$ cat src/hw/rtl/pidfd_pkg.sv
// Shared types, codes and reset constants of the filtered-derivative PID step.
package pidfd_pkg;

	// Port widths fixed by the register map and the item fields
	localparam int CFG_IDX_W  = 3;
	localparam int CFG_DATA_W = 32;
	localparam int FIELD_W    = 32;

	// Register indexes on the configuration port
	typedef enum logic [CFG_IDX_W-1:0] {
		REG_GAIN_P          = 3'd0,
		REG_SETPOINT_WEIGHT = 3'd1,
		REG_INTEGRAL_TIME   = 3'd2,
		REG_DERIVATIVE_TIME = 3'd3,
		REG_SAMPLE_PERIOD   = 3'd4,
		REG_FILTER_FACTOR   = 3'd5,
		REG_TARGET          = 3'd6,
		REG_OUTPUT_BIAS     = 3'd7
	} cfg_reg_t;

	// Register reset values in Q16.16, before saturation to the data width
	localparam logic signed [32:0] RST_GAIN_P          = -33'sd80478;
	localparam logic signed [32:0] RST_SETPOINT_WEIGHT = 33'sd65536;
	localparam logic signed [32:0] RST_INTEGRAL_TIME   = 33'sd5325455;
	localparam logic signed [32:0] RST_DERIVATIVE_TIME = 33'sd1277952;
	localparam logic signed [32:0] RST_SAMPLE_PERIOD   = 33'sd65536;
	localparam logic signed [32:0] RST_FILTER_FACTOR   = 33'sd655;
	localparam logic signed [32:0] RST_TARGET          = 33'sd7864320;
	localparam logic signed [32:0] RST_OUTPUT_BIAS     = 33'sd3160985;
	// Integer part of the previous-sample reset value (120.0)
	localparam logic signed [32:0] RST_PREV_INT        = 33'sd120;

	// Sequencer states of the top level
	typedef enum logic [1:0] {
		ST_IDLE,
		ST_ISSUE,
		ST_BUSY,
		ST_SUM
	} seq_state_t;

	// Operations run through the shared multiply/divide unit, in order
	typedef enum logic [3:0] {
		OP_BT,  // setpoint_weight * target
		OP_P,   // gain_p * weighted error
		OP_A,   // filter_factor * derivative_time
		OP_D,   // a / (a + sample_period)
		OP_M1,  // d * prev_deriv
		OP_M2,  // d * sample difference
		OP_KN,  // sample_period * gain_p
		OP_K,   // kn / integral_time
		OP_M3   // k * error
	} op_t;

	// States of the multiply/divide unit
	typedef enum logic [1:0] {
		MD_IDLE,
		MD_RUN,
		MD_ROUND,
		MD_PACK
	} md_state_t;

	// Request and response between sequencer and multiply/divide unit
	typedef struct packed {
		logic start;
		logic is_div;
	} md_req_t;

	typedef struct packed {
		logic done;
		logic sat;
	} md_rsp_t;

endpackage

$ cat src/hw/rtl/pidfd_muldiv.sv
// Shared iterative fixed-point multiply (16 bits a cycle) and divide (one bit a cycle) unit.
module pidfd_muldiv import pidfd_pkg::*; #(
	parameter int DW   = 32,
	parameter int FRAC = 16
) (
	input  logic                 clk,
	input  logic                 arst_n,
	input  md_req_t              req,
	input  logic signed [DW-1:0] opa,
	input  logic signed [DW-1:0] opb,
	output md_rsp_t              rsp,
	output logic signed [DW-1:0] res
);

	localparam int CH  = 16;
	localparam int NCH = (DW + CH - 1) / CH;
	localparam int BW  = NCH * CH;
	localparam int QW  = DW + FRAC;
	localparam int PW  = DW + BW;
	localparam int AW  = (PW > QW) ? PW : QW;
	localparam int CNW = $clog2(QW + 1);

	localparam logic [CNW-1:0] CNT_DIV = CNW'(QW);
	localparam logic [CNW-1:0] CNT_MUL = CNW'(NCH);
	localparam logic [CNW-1:0] CNT_ONE = CNW'(1);
	localparam logic [AW-1:0]  RND     = {{(AW-FRAC){1'b0}}, 1'b1, {(FRAC-1){1'b0}}};
	localparam logic [AW-1:0]  LIM_POS = {{(AW-DW+1){1'b0}}, {(DW-1){1'b1}}};
	localparam logic [AW-1:0]  LIM_NEG = LIM_POS + AW'(1);

	md_state_t             state_q, state_d;
	logic                  is_div_q, neg_q, done_q, sat_q;
	logic [DW-1:0]         mag_q, rem_q;
	logic [BW-1:0]         opb_q;
	logic [AW-1:0]         acc_q;
	logic [CNW-1:0]        cnt_q;
	logic signed [DW-1:0]  res_q;

	logic [DW-1:0]         abs_a, abs_b;
	logic [CH-1:0]         chunk;
	logic [DW+CH-1:0]      pp;
	logic [AW-1:0]         mul_next;
	logic [DW:0]           rem_sh;
	logic                  ge;
	logic [DW-1:0]         rem_next;
	logic [AW-1:0]         mag_w, lim_w;
	logic                  over;
	logic [DW-1:0]         res_mag;
	logic signed [DW-1:0]  res_next;

	assign abs_a = opa[DW-1] ? $unsigned(-opa) : $unsigned(opa);
	assign abs_b = opb[DW-1] ? $unsigned(-opb) : $unsigned(opb);

	// Multiply step: most significant chunk of the multiplier first
	always_comb begin
		chunk    = opb_q[BW-1 -: CH];
		pp       = mag_q * chunk;
		mul_next = (acc_q << CH) + AW'(pp);
	end

	// Restoring divide step on the numerator held in the low QW bits of acc
	always_comb begin
		rem_sh   = {rem_q, acc_q[QW-1]};
		ge       = rem_sh >= {1'b0, mag_q};
		rem_next = ge ? DW'(rem_sh - {1'b0, mag_q}) : rem_sh[DW-1:0];
	end

	// Pack: saturate the magnitude to the signed range, then apply the sign
	always_comb begin
		mag_w    = is_div_q ? AW'(acc_q[QW-1:0]) : (acc_q >> FRAC);
		lim_w    = neg_q ? LIM_NEG : LIM_POS;
		over     = mag_w > lim_w;
		res_mag  = over ? lim_w[DW-1:0] : mag_w[DW-1:0];
		res_next = neg_q ? -$signed(res_mag) : $signed(res_mag);
	end

	always_ff @(posedge clk or negedge arst_n) begin
		if (!arst_n) begin
			state_q <= MD_IDLE;
			done_q  <= 1'b0;
		end else begin
			state_q <= state_d;
			done_q  <= (state_q == MD_PACK);
		end
	end

	always_comb begin
		state_d = state_q;
		case (state_q)
			MD_IDLE: begin
				if (req.start) state_d = MD_RUN;
			end
			MD_RUN: begin
				if (cnt_q == CNT_ONE) state_d = is_div_q ? MD_PACK : MD_ROUND;
			end
			MD_ROUND: state_d = MD_PACK;
			MD_PACK:  state_d = MD_IDLE;
			default:  state_d = MD_IDLE;
		endcase
	end

	always_ff @(posedge clk) begin
		case (state_q)
			MD_IDLE: begin
				if (req.start) begin
					is_div_q <= req.is_div;
					neg_q    <= opa[DW-1] ^ opb[DW-1];
					rem_q    <= '0;
					opb_q    <= BW'(abs_b);
					if (req.is_div) begin
						cnt_q <= CNT_DIV;
						mag_q <= abs_b;
						acc_q <= AW'(abs_a) << FRAC;
					end else begin
						cnt_q <= CNT_MUL;
						mag_q <= abs_a;
						acc_q <= '0;
					end
				end
			end
			MD_RUN: begin
				cnt_q <= cnt_q - CNT_ONE;
				if (is_div_q) begin
					rem_q <= rem_next;
					acc_q <= {acc_q[AW-2:0], ge};
				end else begin
					acc_q <= mul_next;
					opb_q <= opb_q << CH;
				end
			end
			MD_ROUND: acc_q <= acc_q + RND;
			MD_PACK: begin
				res_q <= res_next;
				sat_q <= over;
			end
			default: ;
		endcase
	end

	assign rsp.done = done_q;
	assign rsp.sat  = sat_q;
	assign res      = res_q;

endmodule

$ cat src/hw/rtl/pid_filtered_derivative_step.sv
// Top level: PID step with setpoint weighting and a filtered derivative, signed fixed point.
// One sample word at a time: a new one is taken only in the idle state, after the integral
//   work of the last one; the result word can hold the sequencer while the previous one waits.
// All products and quotients go through the one multiply/divide unit: 16 multiplier bits or
//   one quotient bit a cycle.
// Reset (async, active low): registers to defaults, previous sample 120.0, previous derivative and integral zero.
module pid_filtered_derivative_step import pidfd_pkg::*; #(
	parameter int DATA_WIDTH = 32,
	parameter int FRAC_BITS  = 16
) (
	input  logic                  clk,
	input  logic                  arst_n,
	input  logic                  cfg_wen,
	input  logic [CFG_IDX_W-1:0]  cfg_idx,
	input  logic [CFG_DATA_W-1:0] cfg_wdata,
	input  logic                  sample_valid,
	output logic                  sample_ready,
	input  logic signed [FIELD_W-1:0] sample,
	output logic                  result_valid,
	input  logic                  result_ready,
	output logic signed [FIELD_W-1:0] drive,
	output logic                  clipped
);

	localparam int DW  = DATA_WIDTH;
	localparam int IW  = (DW > 33) ? DW : 33;        // width to saturate 33-bit inputs in
	localparam int SW  = DW + 2;                     // four-term output sum
	localparam int DRV = (DW < FIELD_W) ? DW : FIELD_W;
	localparam int XW  = (SW > FIELD_W) ? SW : FIELD_W;

	localparam logic signed [IW-1:0] IN_MAX = {{(IW-DW+1){1'b0}}, {(DW-1){1'b1}}};
	localparam logic signed [IW-1:0] IN_MIN = ~IN_MAX;
	localparam logic signed [SW-1:0] D_MAX  = {{(SW-DRV+1){1'b0}}, {(DRV-1){1'b1}}};
	localparam logic signed [SW-1:0] D_MIN  = ~D_MAX;
	localparam logic signed [DW-1:0] V_MAX  = {1'b0, {(DW-1){1'b1}}};
	localparam logic signed [DW-1:0] V_MIN  = ~V_MAX;
	localparam logic signed [32:0]   PREV_RST = RST_PREV_INT <<< FRAC_BITS;

	// Clamp a 33-bit register or sample value into the data range
	function automatic logic signed [DW-1:0] sat_in(input logic signed [32:0] v);
		logic signed [IW-1:0] w;
		w = IW'(v);
		if (w > IN_MAX) return IN_MAX[DW-1:0];
		if (w < IN_MIN) return IN_MIN[DW-1:0];
		return w[DW-1:0];
	endfunction

	// Configuration registers, held saturated to the data range
	logic signed [DW-1:0] gain_p_q, beta_q, ti_q, td_q, ts_q, ff_q, target_q, bias_q;
	// Controller state carried between samples
	logic signed [DW-1:0] prev_sample_q, prev_deriv_q, integ_now_q, integ_next_q;
	// Working registers of one step
	logic signed [DW-1:0] s_q, e_q, p_q, a_q, den_q, coef_q, m1_q, dd_q;
	logic                 clip_q;
	// Output register
	logic                 result_valid_q, clipped_q;
	logic signed [FIELD_W-1:0] drive_q;

	seq_state_t state_q, state_d;
	op_t        op_q, op_d;
	logic       accept, capture, sum_fire;

	md_req_t              md_req;
	md_rsp_t              md_rsp;
	logic signed [DW-1:0] md_a, md_b, md_res;

	logic signed [DW-1:0] add_x, add_y, add_sat;
	logic                 add_sub, add_hit;
	logic signed [DW:0]   add_w;
	logic                 den_nz, ti_nz, clip_hit;

	logic signed [SW-1:0] u_w, u_c;
	logic signed [XW-1:0] u_x;
	logic                 u_hit;

	assign sample_ready = (state_q == ST_IDLE);
	assign accept       = sample_valid & sample_ready;
	assign den_nz       = (den_q != '0);
	assign ti_nz        = (ti_q != '0);

	pidfd_muldiv #(
		.DW   (DW),
		.FRAC (FRAC_BITS)
	) u_muldiv (
		.clk    (clk),
		.arst_n (arst_n),
		.req    (md_req),
		.opa    (md_a),
		.opb    (md_b),
		.rsp    (md_rsp),
		.res    (md_res)
	);

	// Sequencer: issue each operation, wait for the unit, capture, then move on.
	// The result word is written between the derivative and the integral work.
	always_ff @(posedge clk or negedge arst_n) begin
		if (!arst_n) begin
			state_q <= ST_IDLE;
			op_q    <= OP_BT;
		end else begin
			state_q <= state_d;
			op_q    <= op_d;
		end
	end

	always_comb begin
		state_d       = state_q;
		op_d          = op_q;
		md_req.start  = 1'b0;
		md_req.is_div = (op_q == OP_D) || (op_q == OP_K);
		capture       = 1'b0;
		sum_fire      = 1'b0;
		case (state_q)
			ST_IDLE: begin
				if (sample_valid) begin
					state_d = ST_ISSUE;
					op_d    = OP_BT;
				end
			end
			ST_ISSUE: begin
				md_req.start = 1'b1;
				state_d      = ST_BUSY;
			end
			ST_BUSY: begin
				if (md_rsp.done) begin
					capture = 1'b1;
					state_d = ST_ISSUE;
					case (op_q)
						OP_BT:   op_d = OP_P;
						OP_P:    op_d = OP_A;
						OP_A:    op_d = OP_D;
						OP_D:    op_d = OP_M1;
						OP_M1:   op_d = OP_M2;
						OP_M2:   state_d = ST_SUM;
						OP_KN:   op_d = OP_K;
						OP_K:    op_d = OP_M3;
						OP_M3:   state_d = ST_IDLE;
						default: state_d = ST_IDLE;
					endcase
				end
			end
			ST_SUM: begin
				// hold here while the previous word still waits downstream
				if (!result_valid_q || result_ready) begin
					sum_fire = 1'b1;
					op_d     = OP_KN;
					state_d  = ST_ISSUE;
				end
			end
			default: state_d = ST_IDLE;
		endcase
	end

	// Operand select for the shared unit
	always_comb begin
		case (op_q)
			OP_BT:   begin md_a = beta_q;   md_b = target_q;     end
			OP_P:    begin md_a = gain_p_q; md_b = e_q;          end
			OP_A:    begin md_a = ff_q;     md_b = td_q;         end
			OP_D:    begin md_a = a_q;      md_b = den_q;        end
			OP_M1:   begin md_a = coef_q;   md_b = prev_deriv_q; end
			OP_M2:   begin md_a = coef_q;   md_b = e_q;          end
			OP_KN:   begin md_a = ts_q;     md_b = gain_p_q;     end
			OP_K:    begin md_a = a_q;      md_b = ti_q;         end
			OP_M3:   begin md_a = coef_q;   md_b = e_q;          end
			default: begin md_a = beta_q;   md_b = target_q;     end
		endcase
	end

	// One saturating add/subtract, shared by every capture that needs one
	always_comb begin
		add_sub = 1'b1;
		case (op_q)
			OP_BT:   begin add_x = md_res;      add_y = s_q;           end
			OP_A:    begin add_x = md_res;      add_y = ts_q;          add_sub = 1'b0; end
			OP_M1:   begin add_x = s_q;         add_y = prev_sample_q; end
			OP_M2:   begin add_x = m1_q;        add_y = md_res;        end
			OP_K:    begin add_x = target_q;    add_y = s_q;           end
			OP_M3:   begin add_x = integ_now_q; add_y = md_res;        add_sub = 1'b0; end
			default: begin add_x = md_res;      add_y = '0;            add_sub = 1'b0; end
		endcase
		add_w   = add_sub ? ({add_x[DW-1], add_x} - {add_y[DW-1], add_y})
		                  : ({add_x[DW-1], add_x} + {add_y[DW-1], add_y});
		add_hit = add_w[DW] != add_w[DW-1];
		add_sat = add_hit ? (add_w[DW] ? V_MIN : V_MAX) : add_w[DW-1:0];
	end

	// Saturation seen on the path to drive; integral work does not count
	always_comb begin
		case (op_q)
			OP_BT:   clip_hit = md_rsp.sat | add_hit;
			OP_P:    clip_hit = md_rsp.sat;
			OP_A:    clip_hit = md_rsp.sat | add_hit;
			OP_D:    clip_hit = md_rsp.sat & den_nz;
			OP_M1:   clip_hit = md_rsp.sat | add_hit;
			OP_M2:   clip_hit = md_rsp.sat | add_hit;
			default: clip_hit = 1'b0;
		endcase
	end

	// drive = bias + P + integ_now + D, clamped to the drive range
	always_comb begin
		u_w   = SW'(bias_q) + SW'(p_q) + SW'(integ_now_q) + SW'(dd_q);
		u_hit = (u_w > D_MAX) || (u_w < D_MIN);
		if (u_w > D_MAX)      u_c = D_MAX;
		else if (u_w < D_MIN) u_c = D_MIN;
		else                  u_c = u_w;
		u_x = XW'(u_c);
	end

	// Working registers: capture each unit result with its follow-up add
	always_ff @(posedge clk) begin
		if (accept) begin
			s_q    <= sat_in({sample[FIELD_W-1], sample});
			clip_q <= 1'b0;
		end
		if (capture) begin
			clip_q <= clip_q | clip_hit;
			case (op_q)
				OP_BT: e_q <= add_sat;
				OP_P:  p_q <= md_res;
				OP_A: begin
					a_q   <= md_res;
					den_q <= add_sat;
				end
				// zero denominator: drop the quotient, derivative weight is zero
				OP_D:  coef_q <= den_nz ? md_res : '0;
				OP_M1: begin
					m1_q <= md_res;
					e_q  <= add_sat;
				end
				OP_M2: dd_q <= add_sat;
				// a_q is free after the divide, so it holds sample_period * gain_p
				OP_KN: a_q <= md_res;
				// zero integral time: hold the integral still
				OP_K: begin
					coef_q <= ti_nz ? md_res : '0;
					e_q    <= add_sat;
				end
				default: ;
			endcase
		end
		if (sum_fire) begin
			drive_q   <= u_x[FIELD_W-1:0];
			clipped_q <= clip_q | u_hit;
		end
	end

	// Configuration and controller state
	always_ff @(posedge clk or negedge arst_n) begin
		if (!arst_n) begin
			gain_p_q       <= sat_in(RST_GAIN_P);
			beta_q         <= sat_in(RST_SETPOINT_WEIGHT);
			ti_q           <= sat_in(RST_INTEGRAL_TIME);
			td_q           <= sat_in(RST_DERIVATIVE_TIME);
			ts_q           <= sat_in(RST_SAMPLE_PERIOD);
			ff_q           <= sat_in(RST_FILTER_FACTOR);
			target_q       <= sat_in(RST_TARGET);
			bias_q         <= sat_in(RST_OUTPUT_BIAS);
			prev_sample_q  <= sat_in(PREV_RST);
			prev_deriv_q   <= '0;
			integ_now_q    <= '0;
			integ_next_q   <= '0;
			result_valid_q <= 1'b0;
		end else begin
			if (cfg_wen) begin
				case (cfg_reg_t'(cfg_idx))
					REG_GAIN_P:          gain_p_q <= sat_in({cfg_wdata[31], cfg_wdata});
					REG_SETPOINT_WEIGHT: beta_q   <= sat_in({15'd0, cfg_wdata[17:0]});
					REG_INTEGRAL_TIME:   ti_q     <= sat_in({2'd0, cfg_wdata[30:0]});
					REG_DERIVATIVE_TIME: td_q     <= sat_in({2'd0, cfg_wdata[30:0]});
					REG_SAMPLE_PERIOD:   ts_q     <= sat_in({2'd0, cfg_wdata[30:0]});
					REG_FILTER_FACTOR:   ff_q     <= sat_in({16'd0, cfg_wdata[16:0]});
					REG_TARGET:          target_q <= sat_in({cfg_wdata[31], cfg_wdata});
					REG_OUTPUT_BIAS:     bias_q   <= sat_in({cfg_wdata[31], cfg_wdata});
					default: ;
				endcase
			end
			if (result_valid_q && result_ready) result_valid_q <= 1'b0;
			if (sum_fire) begin
				// advance the two-stage integral and keep this sample's values
				result_valid_q <= 1'b1;
				prev_deriv_q   <= dd_q;
				prev_sample_q  <= s_q;
				integ_now_q    <= integ_next_q;
			end
			// integ_now already holds the old integ_next here
			if (capture && (op_q == OP_M3)) integ_next_q <= add_sat;
		end
	end

	assign result_valid = result_valid_q;
	assign drive        = drive_q;
	assign clipped      = clipped_q;

endmodule

$ cat config.mk
export PLATFORM = sky130hd
export DESIGN_NAME = pid_filtered_derivative_step
export DESIGN_NICKNAME = d
export VERILOG_FILES = /design/src/hw/rtl/pidfd_pkg.sv /design/src/hw/rtl/pidfd_muldiv.sv /design/src/hw/rtl/pid_filtered_derivative_step.sv
export SDC_FILE = /design/constraint.sdc
export NUM_CORES = 2
export LEC_CHECK = 0
export ABC_AREA = 1
export BUFFER_PORTS_ARGS = -buffer_cell sky130_fd_sc_hd__buf_2
export CORE_MARGIN = 2
export CORE_UTILIZATION = 60
export CTS_CLUSTER_DIAMETER = 30
export DETAILED_ROUTE_END_ITERATION = 16
export HOLD_SLACK_MARGIN = 0.1
export PLACE_DENSITY = 0.76
export SLEW_MARGIN = 10
export SYNTH_ARGS = -nofsm -noshare
export SYNTH_HDL_FRONTEND = slang
export SYNTH_SLANG_ARGS = --single-unit
export TNS_END_PERCENT = 50
$ cat constraint.sdc
create_clock -name clk -period 10.8 [get_ports clk]
set_input_delay 2.7 -clock clk [delete_from_list [all_inputs] [get_ports clk]]
set_output_delay 2.7 -clock clk [all_outputs]
set_load 0.005 [all_outputs]
# --- Word-level counts from Yosys, hierarchy flattened ---
# Index checks and enable logic that the tools add are counted.
word_totals:
  inputBits: 72
  regBits: 853
op_classes:
  add_sub_neg: 12
  n_lt_le_gt_ge: 8
  n_mux: 91
  reduce_logical: 51
  eq_ne: 31
  bitwise_logic: 6
  multipliers: 1
op_table:
  columns: ["op", "n"]
  rows:
  - ["$mux W32", 28]
  - ["$pmux W32 S4", 2]
  - ["$pmux W32 S2", 3]
  - ["$pmux W32 S6", 1]
  - ["$pmux W64 S3", 1]
  - ["$pmux W32 S5", 1]
  - ["$mux W64", 2]
  - ["$mux W48", 2]
  - ["$neg A32 Y32", 3]
  - ["$add A32 B32 Y33", 2]
  - ["$add A64 B16 Y64 const B", 1]
  - ["$add A64 B48 Y64", 1]
  - ["$gt A32 B32 Y1 const B", 2]
  - ["$gt A64 B64 Y1", 1]
  - ["$lt A32 B32 Y1 const B", 2]
  - ["$reduce_bool A32 Y1", 2]
  - ["$mul A32 B16 Y48", 1]
  - ["$reduce_and A2 Y1", 19]
  - ["$add A33 B32 Y34", 1]
  - ["$add A34 B32 Y34", 1]
  - ["$gt A34 B32 Y1 const B", 1]
  - ["$lt A34 B32 Y1 const B", 1]
  - ["$ge A33 B32 Y1", 1]
  - ["$mux W1", 33]
  - ["other kinds (44)", 88]

# --- Longest topological paths before layout ---
depth:
  depth_word: 10
  ltp_mapped: 35

# --- Modules after synthesis ---
# Synthesis repeated with hierarchy kept, for this count alone.
hier_totals:
  cells_unflattened: 8568
  area_unflattened_um2: 68463.2
by_module_without_submodules:
  columns: ["module", "area_per_inst_um2", "instances", "cells_each"]
  rows:
  - ["pidfd_muldiv", 35163.7, 1, 4877]
  - ["pid_filtered_derivative_step", 33299.4, 1, 3691]

# --- Least setup slack after synthesis ---
# Ideal clock, no wire load.
synth_path:
  kind: "register to register"
  startpoint: "reg u_muldiv.mag_q[5]"
  endpoint: "reg u_muldiv.acc_q[47], data pin"
  setup_ns: 0.253
  stages_incl_launch_ff: 31
  t_arrival_ns: 5.882
  n_path_buf: 2
  synth_period_minus_slack_ns: 6.135
  path_slack_ns: 4.665
  cell_sequence: "edfxtp_1 clkbuf_1 clkbuf_1 nand2_1 fa_1 inv_1 fa_1 inv_1 fa_1 inv_1 fa_1 fa_1 inv_1 fa_1 inv_1 ha_1 a21oi_1 a21boi_0 nand2_1 nand2_1 nand3_1 a31oi_1 nor2_1 nand2_1 nand2_1 nand2_1 nand3_1 nand3_1 nand2_1 nand2_1 nand2_1"
synth_via:
  elab_chain_cells: 4
synth_lines:
  columns: ["element", "line_no", "rtl"]
  rows:
  - ["from (decl)", "pidfd_muldiv.sv:32", "logic [DW-1:0] mag_q, rem_q;"]
  - ["from (signal assigned)", "pidfd_muldiv.sv:111", "mag_q <= abs_b;"]
  - ["from (signal assigned)", "pidfd_muldiv.sv:115", "mag_q <= abs_a;"]
  - ["$mul A32 B16 Y48", "pidfd_muldiv.sv:56", "pp = mag_q * chunk;"]
  - ["$add A64 B48 Y64", "pidfd_muldiv.sv:57", "mul_next = (acc_q << CH) + AW'(pp);"]
  - ["$mux W64", "pidfd_muldiv.sv:122", "if (is_div_q) begin"]
  - ["$pmux W64 S3", "pidfd_muldiv.sv:102", "case (state_q)"]
  - ["to (signal assigned)", "pidfd_muldiv.sv:124", "acc_q <= {acc_q[AW-2:0], ge};"]
  - ["to (signal assigned)", "pidfd_muldiv.sv:126", "acc_q <= mul_next;"]
  - ["to (signal assigned)", "pidfd_muldiv.sv:130", "MD_ROUND: acc_q <= acc_q + RND;"]
  - ["to (decl)", "pidfd_muldiv.sv:34", "logic [AW-1:0] acc_q;"]
# Every way passes these cells.
# A chain may end at the register's enable or synchronous reset.

# --- Worst setup path after layout ---
layout_path:
  startpoint: "reg u_muldiv.mag_q[13]"
  endpoint: "reg u_muldiv.acc_q[39], data pin"
# Same word-level chain as after synthesis.

==> metrics.md <==
| Metric | Value |
|---|---|
| Cell accounting for the most synthesized area | `edfxtp_1` |
| Top post-synthesis cells by area | `edfxtp_1 21%, fa_1 15%, nand2_1 14%` |
| Min-delay worst type | `reg2reg` |
| EDFF count, synth | `491` |
| Total Nets Final | `9692` |
| Die area | `117600 um2` |
| Core footprint | `114200 um2` |
| IO buf count | `106` |
| Antenna-violating nets left | `0` |
| Most common cell after layout, fill and taps aside | `nand2_1` |
| Count of final hold-check violations | `0` |
| Final setup vio count | `0` |
| Outcome | `finished, final reports clean` |
| Drt drc | `0` |
| Pin count of the biggest net entering global routing | `156` |
| Number of max-cap violations | `0` |
| Top cell type's share of synthesized area | `21.39%` |
| Critical path peak fanout | `17` |
| CP Launch Type | `register` |
| Slew HR | `3.394%` |
| Crit path DAT | `8.35 ns` |
| Filler cell count | `9292` |
| Vias in the first global route | `64047` |
| Cts bufs inserted | `184` |
| DR WL/cell | `27.40 um` |
| Via count | `64850` |
| Syn Nets | `9658` |
| Worst Skew | `0.06948 ns` |
| Post-Syn Instances | `8789` |
| TritonCTS clock tree | `done` |
| Maximum clock path buffer count | `3` |
| Final instance area | `77360 um2` |
| GRT Util Overall | `49.19%` |
| Global-route wire length before repair | `416.6 mm` |
| Largest reg by FF count | `u_muldiv.acc_q` |
| Boundary Pins | `107` |
| Post-CTS resize count | `0` |
| Row cnt | `124` |
| Die width | `343.0 um` |
| Fmax | `128.0 MHz` |
| Reg area | `23880 um2` |
| Pre-antenna DRT Iters | `7` |
| Initial antenna violation count | `24` |
| Max reg flops | `64` |
| Final WL | `288.1 mm` |
| Area delta synth->final | `12.21%` |
| RSZ-0062 raised after global routing | `no` |
| Synth Register Bits | `853` |
| Final min period | `7.812 ns` |
| CP Capture Type | `register` |
| HPWL after DPL | `207.4 mm` |
| Share of cells above drive strength 1 | `8.045%` |
| Slew Viols, Final | `0` |
| Grt ovf | `0` |
| Area after DPL | `70900 um2` |
| DRT iter0 DRCs | `8803` |
| RD Place Congestion | `1.111` |
| Commonest non-fill, non-tap cells in the layout | `2540 x nand2_1, 1491 x inv_1, 615 x o21ai_0` |
| TNS Setup | `0 ns` |
| Req. time, crit path | `11.34 ns` |
| Yosys warns | `0` |
| TritonCTS Sinks | `853` |
| Asr flop ratio synth | `42.44%` |
| Footprint of the multi-input gates | `38020 um2` |
| Synth unique cells | `65` |
| Synth Flop Type | `edfxtp_1` |
| Post-CTS Repair Setup Buffers | `0` |
| CTS Hold Bufs | `0` |
| Register area share after synthesis | `34.64%` |
| Vias per Instance | `6.167` |
| Final period utilization | `72.34%` |
| Measured slew at the worst slew-check pin | `1.445 ns` |
| Insertion delay to the later sink of the worst-skew pair | `0.85 ns` |
| Clock Pin Slew Worst Setup and Hold Paths | `0.05 ns` |
| Synth Cell Area | `68940 um2` |
| Syn Area/Cell | `7.844 um2` |
| Crit path kind | `reg2reg` |
| Clock root buffer | `clkbuf_16` |
| Initial core utilization | `60.38%` |
| H-tree levels | `4` |
| Chip Height | `343.0 um` |
## cell usage after synthesis, types with 7 or more instances
| master | number |
|---|---|
| nand2_2 | 10 |
| o221ai_1 | 9 |
| nor3_2 | 8 |
| nand4_1 | 65 |
| clkbuf_1 | 294 |
| edfxtp_1 | 491 |
| a22oi_1 | 19 |
| a211oi_1 | 18 |
| nand3b_1 | 19 |
| o21a_1 | 21 |
| o31ai_1 | 11 |
| nand2_1 | 2546 |
| o21ai_0 | 619 |
| o21ai_1 | 26 |
| fa_1 | 517 |
| xor2_1 | 104 |
| nor3_1 | 70 |
| xnor2_1 | 49 |
| nor2_1 | 624 |
| inv_1 | 1493 |
| dfrtp_1 | 299 |
| inv_2 | 11 |
| buf_1 | 27 |
| buf_2 | 44 |
| and2_1 | 7 |
| o21bai_1 | 18 |
| a2111oi_0 | 7 |
| or2_2 | 17 |
| ha_1 | 280 |
| o22ai_1 | 28 |
| a21o_1 | 25 |
| a32o_1 | 11 |
| a221oi_1 | 23 |
| nor2_2 | 13 |
| dfstp_2 | 63 |
| nor4_1 | 35 |
| o211ai_1 | 14 |
| buf_4 | 13 |
| nand3_1 | 382 |
| a31oi_1 | 30 |
| a21oi_1 | 364 |
## area by class of cell
class | instances | area share [%]
clock buffers | 214 | 6.267
multi-input cells | 6043 | 49.14
diodes | 16 | 0.05175
repair buffers | 231 | 1.938
clock inverters | 136 | 1.962
inverters | 1510 | 7.328
flip-flops and latches | 853 | 30.87
well taps | 1512 | 2.445
## metal layers
metal / part of all wire, % / up-vias / GRT usage (%)
met1: 32 / 30621 / 54.00
met4: 12 / 21 / 46.70
li1: - / 27913 / -
met3: 12 / 1581 / 17.27
met2: 43 / 4714 / 74.21
met5: 0.075 / - / 0.6010
## cells by family (layout without fill, tap and decap cells)
| family | Yosys count | in the layout | share of synthesized area (%) |
|---|---|---|---|
| and+or+nand+nor | 3814 | 3814 | 22.45 |
| buffers and inverters | 1893 | 2091 | 10.51 |
| AOI/OAI and AO/OA | 1271 | 1271 | 10.24 |
| DFF | 853 | 853 | 34.64 |
| adders and majority gates | 797 | 797 | 20.09 |
| xor gates and xnor gates | 153 | 153 | 1.944 |
| muxes | 8 | 8 | 0.1198 |
| other | 0 | 16 | 0 |
## critical path, cell delays in order (launching register included)
cell	delay [ns]
edfxtp_1	1.22
nand2_1	0.21
fa_1	0.61
inv_1	0.07
fa_1	0.54
fa_1	0.46
fa_1	0.53
fa_1	0.55
inv_1	0.05
fa_1	0.54
inv_1	0.07
ha_1	0.35
a21oi_1	0.27
o21ai_0	0.23
a21oi_1	0.20
nand3_1	0.28
a31oi_1	0.49
nor2_1	0.21
o21bai_1	0.17
nand3_1	0.11
nand3_1	0.11
o21ai_0	0.11
nand2_1	0.07
nand2_1	0.05
## stage by stage
| step | setup WS, ns | cells | hold slack, ns | util, % |
|---|---|---|---|---|
| after floorplan | 4.665 | 8789 | 0.4422 | - |
| after global placement | 3.225 | 10147 | 0.4562 | 62.09 |
| after detailed placement | 3.260 | 10147 | 0.4609 | 62.09 |
| after CTS | 3.233 | 10497 | 0.4707 | 67.67 |
| after global routing | 2.852 | 10501 | 0.4883 | 67.72 |
| final | 2.988 | 10515 | 0.4681 | 67.75 |
## final timing paths
kind | slack [ns] | endpoint | startpoint | cells after the start
max in group asynchronous | 7.33 | integ_now_q[1] | arst_n | 2
setup reg to reg | 2.99 | u_muldiv.acc_q[39] | u_muldiv.mag_q[13] | 23
hold / removal | 0.47 | prev_sample_q[22] | prev_sample_q[22] | 2
min in group asynchronous | 1.85 | bias_q[31] | arst_n | 1
hold reg to reg | 0.47 | prev_sample_q[22] | prev_sample_q[22] | 2
setup / recovery | 2.99 | u_muldiv.acc_q[39] | u_muldiv.mag_q[13] | 23
Power is left out: the tool's default activity adds up to more than one toggle a clock period on the data nets, which glitch-free logic cannot reach.
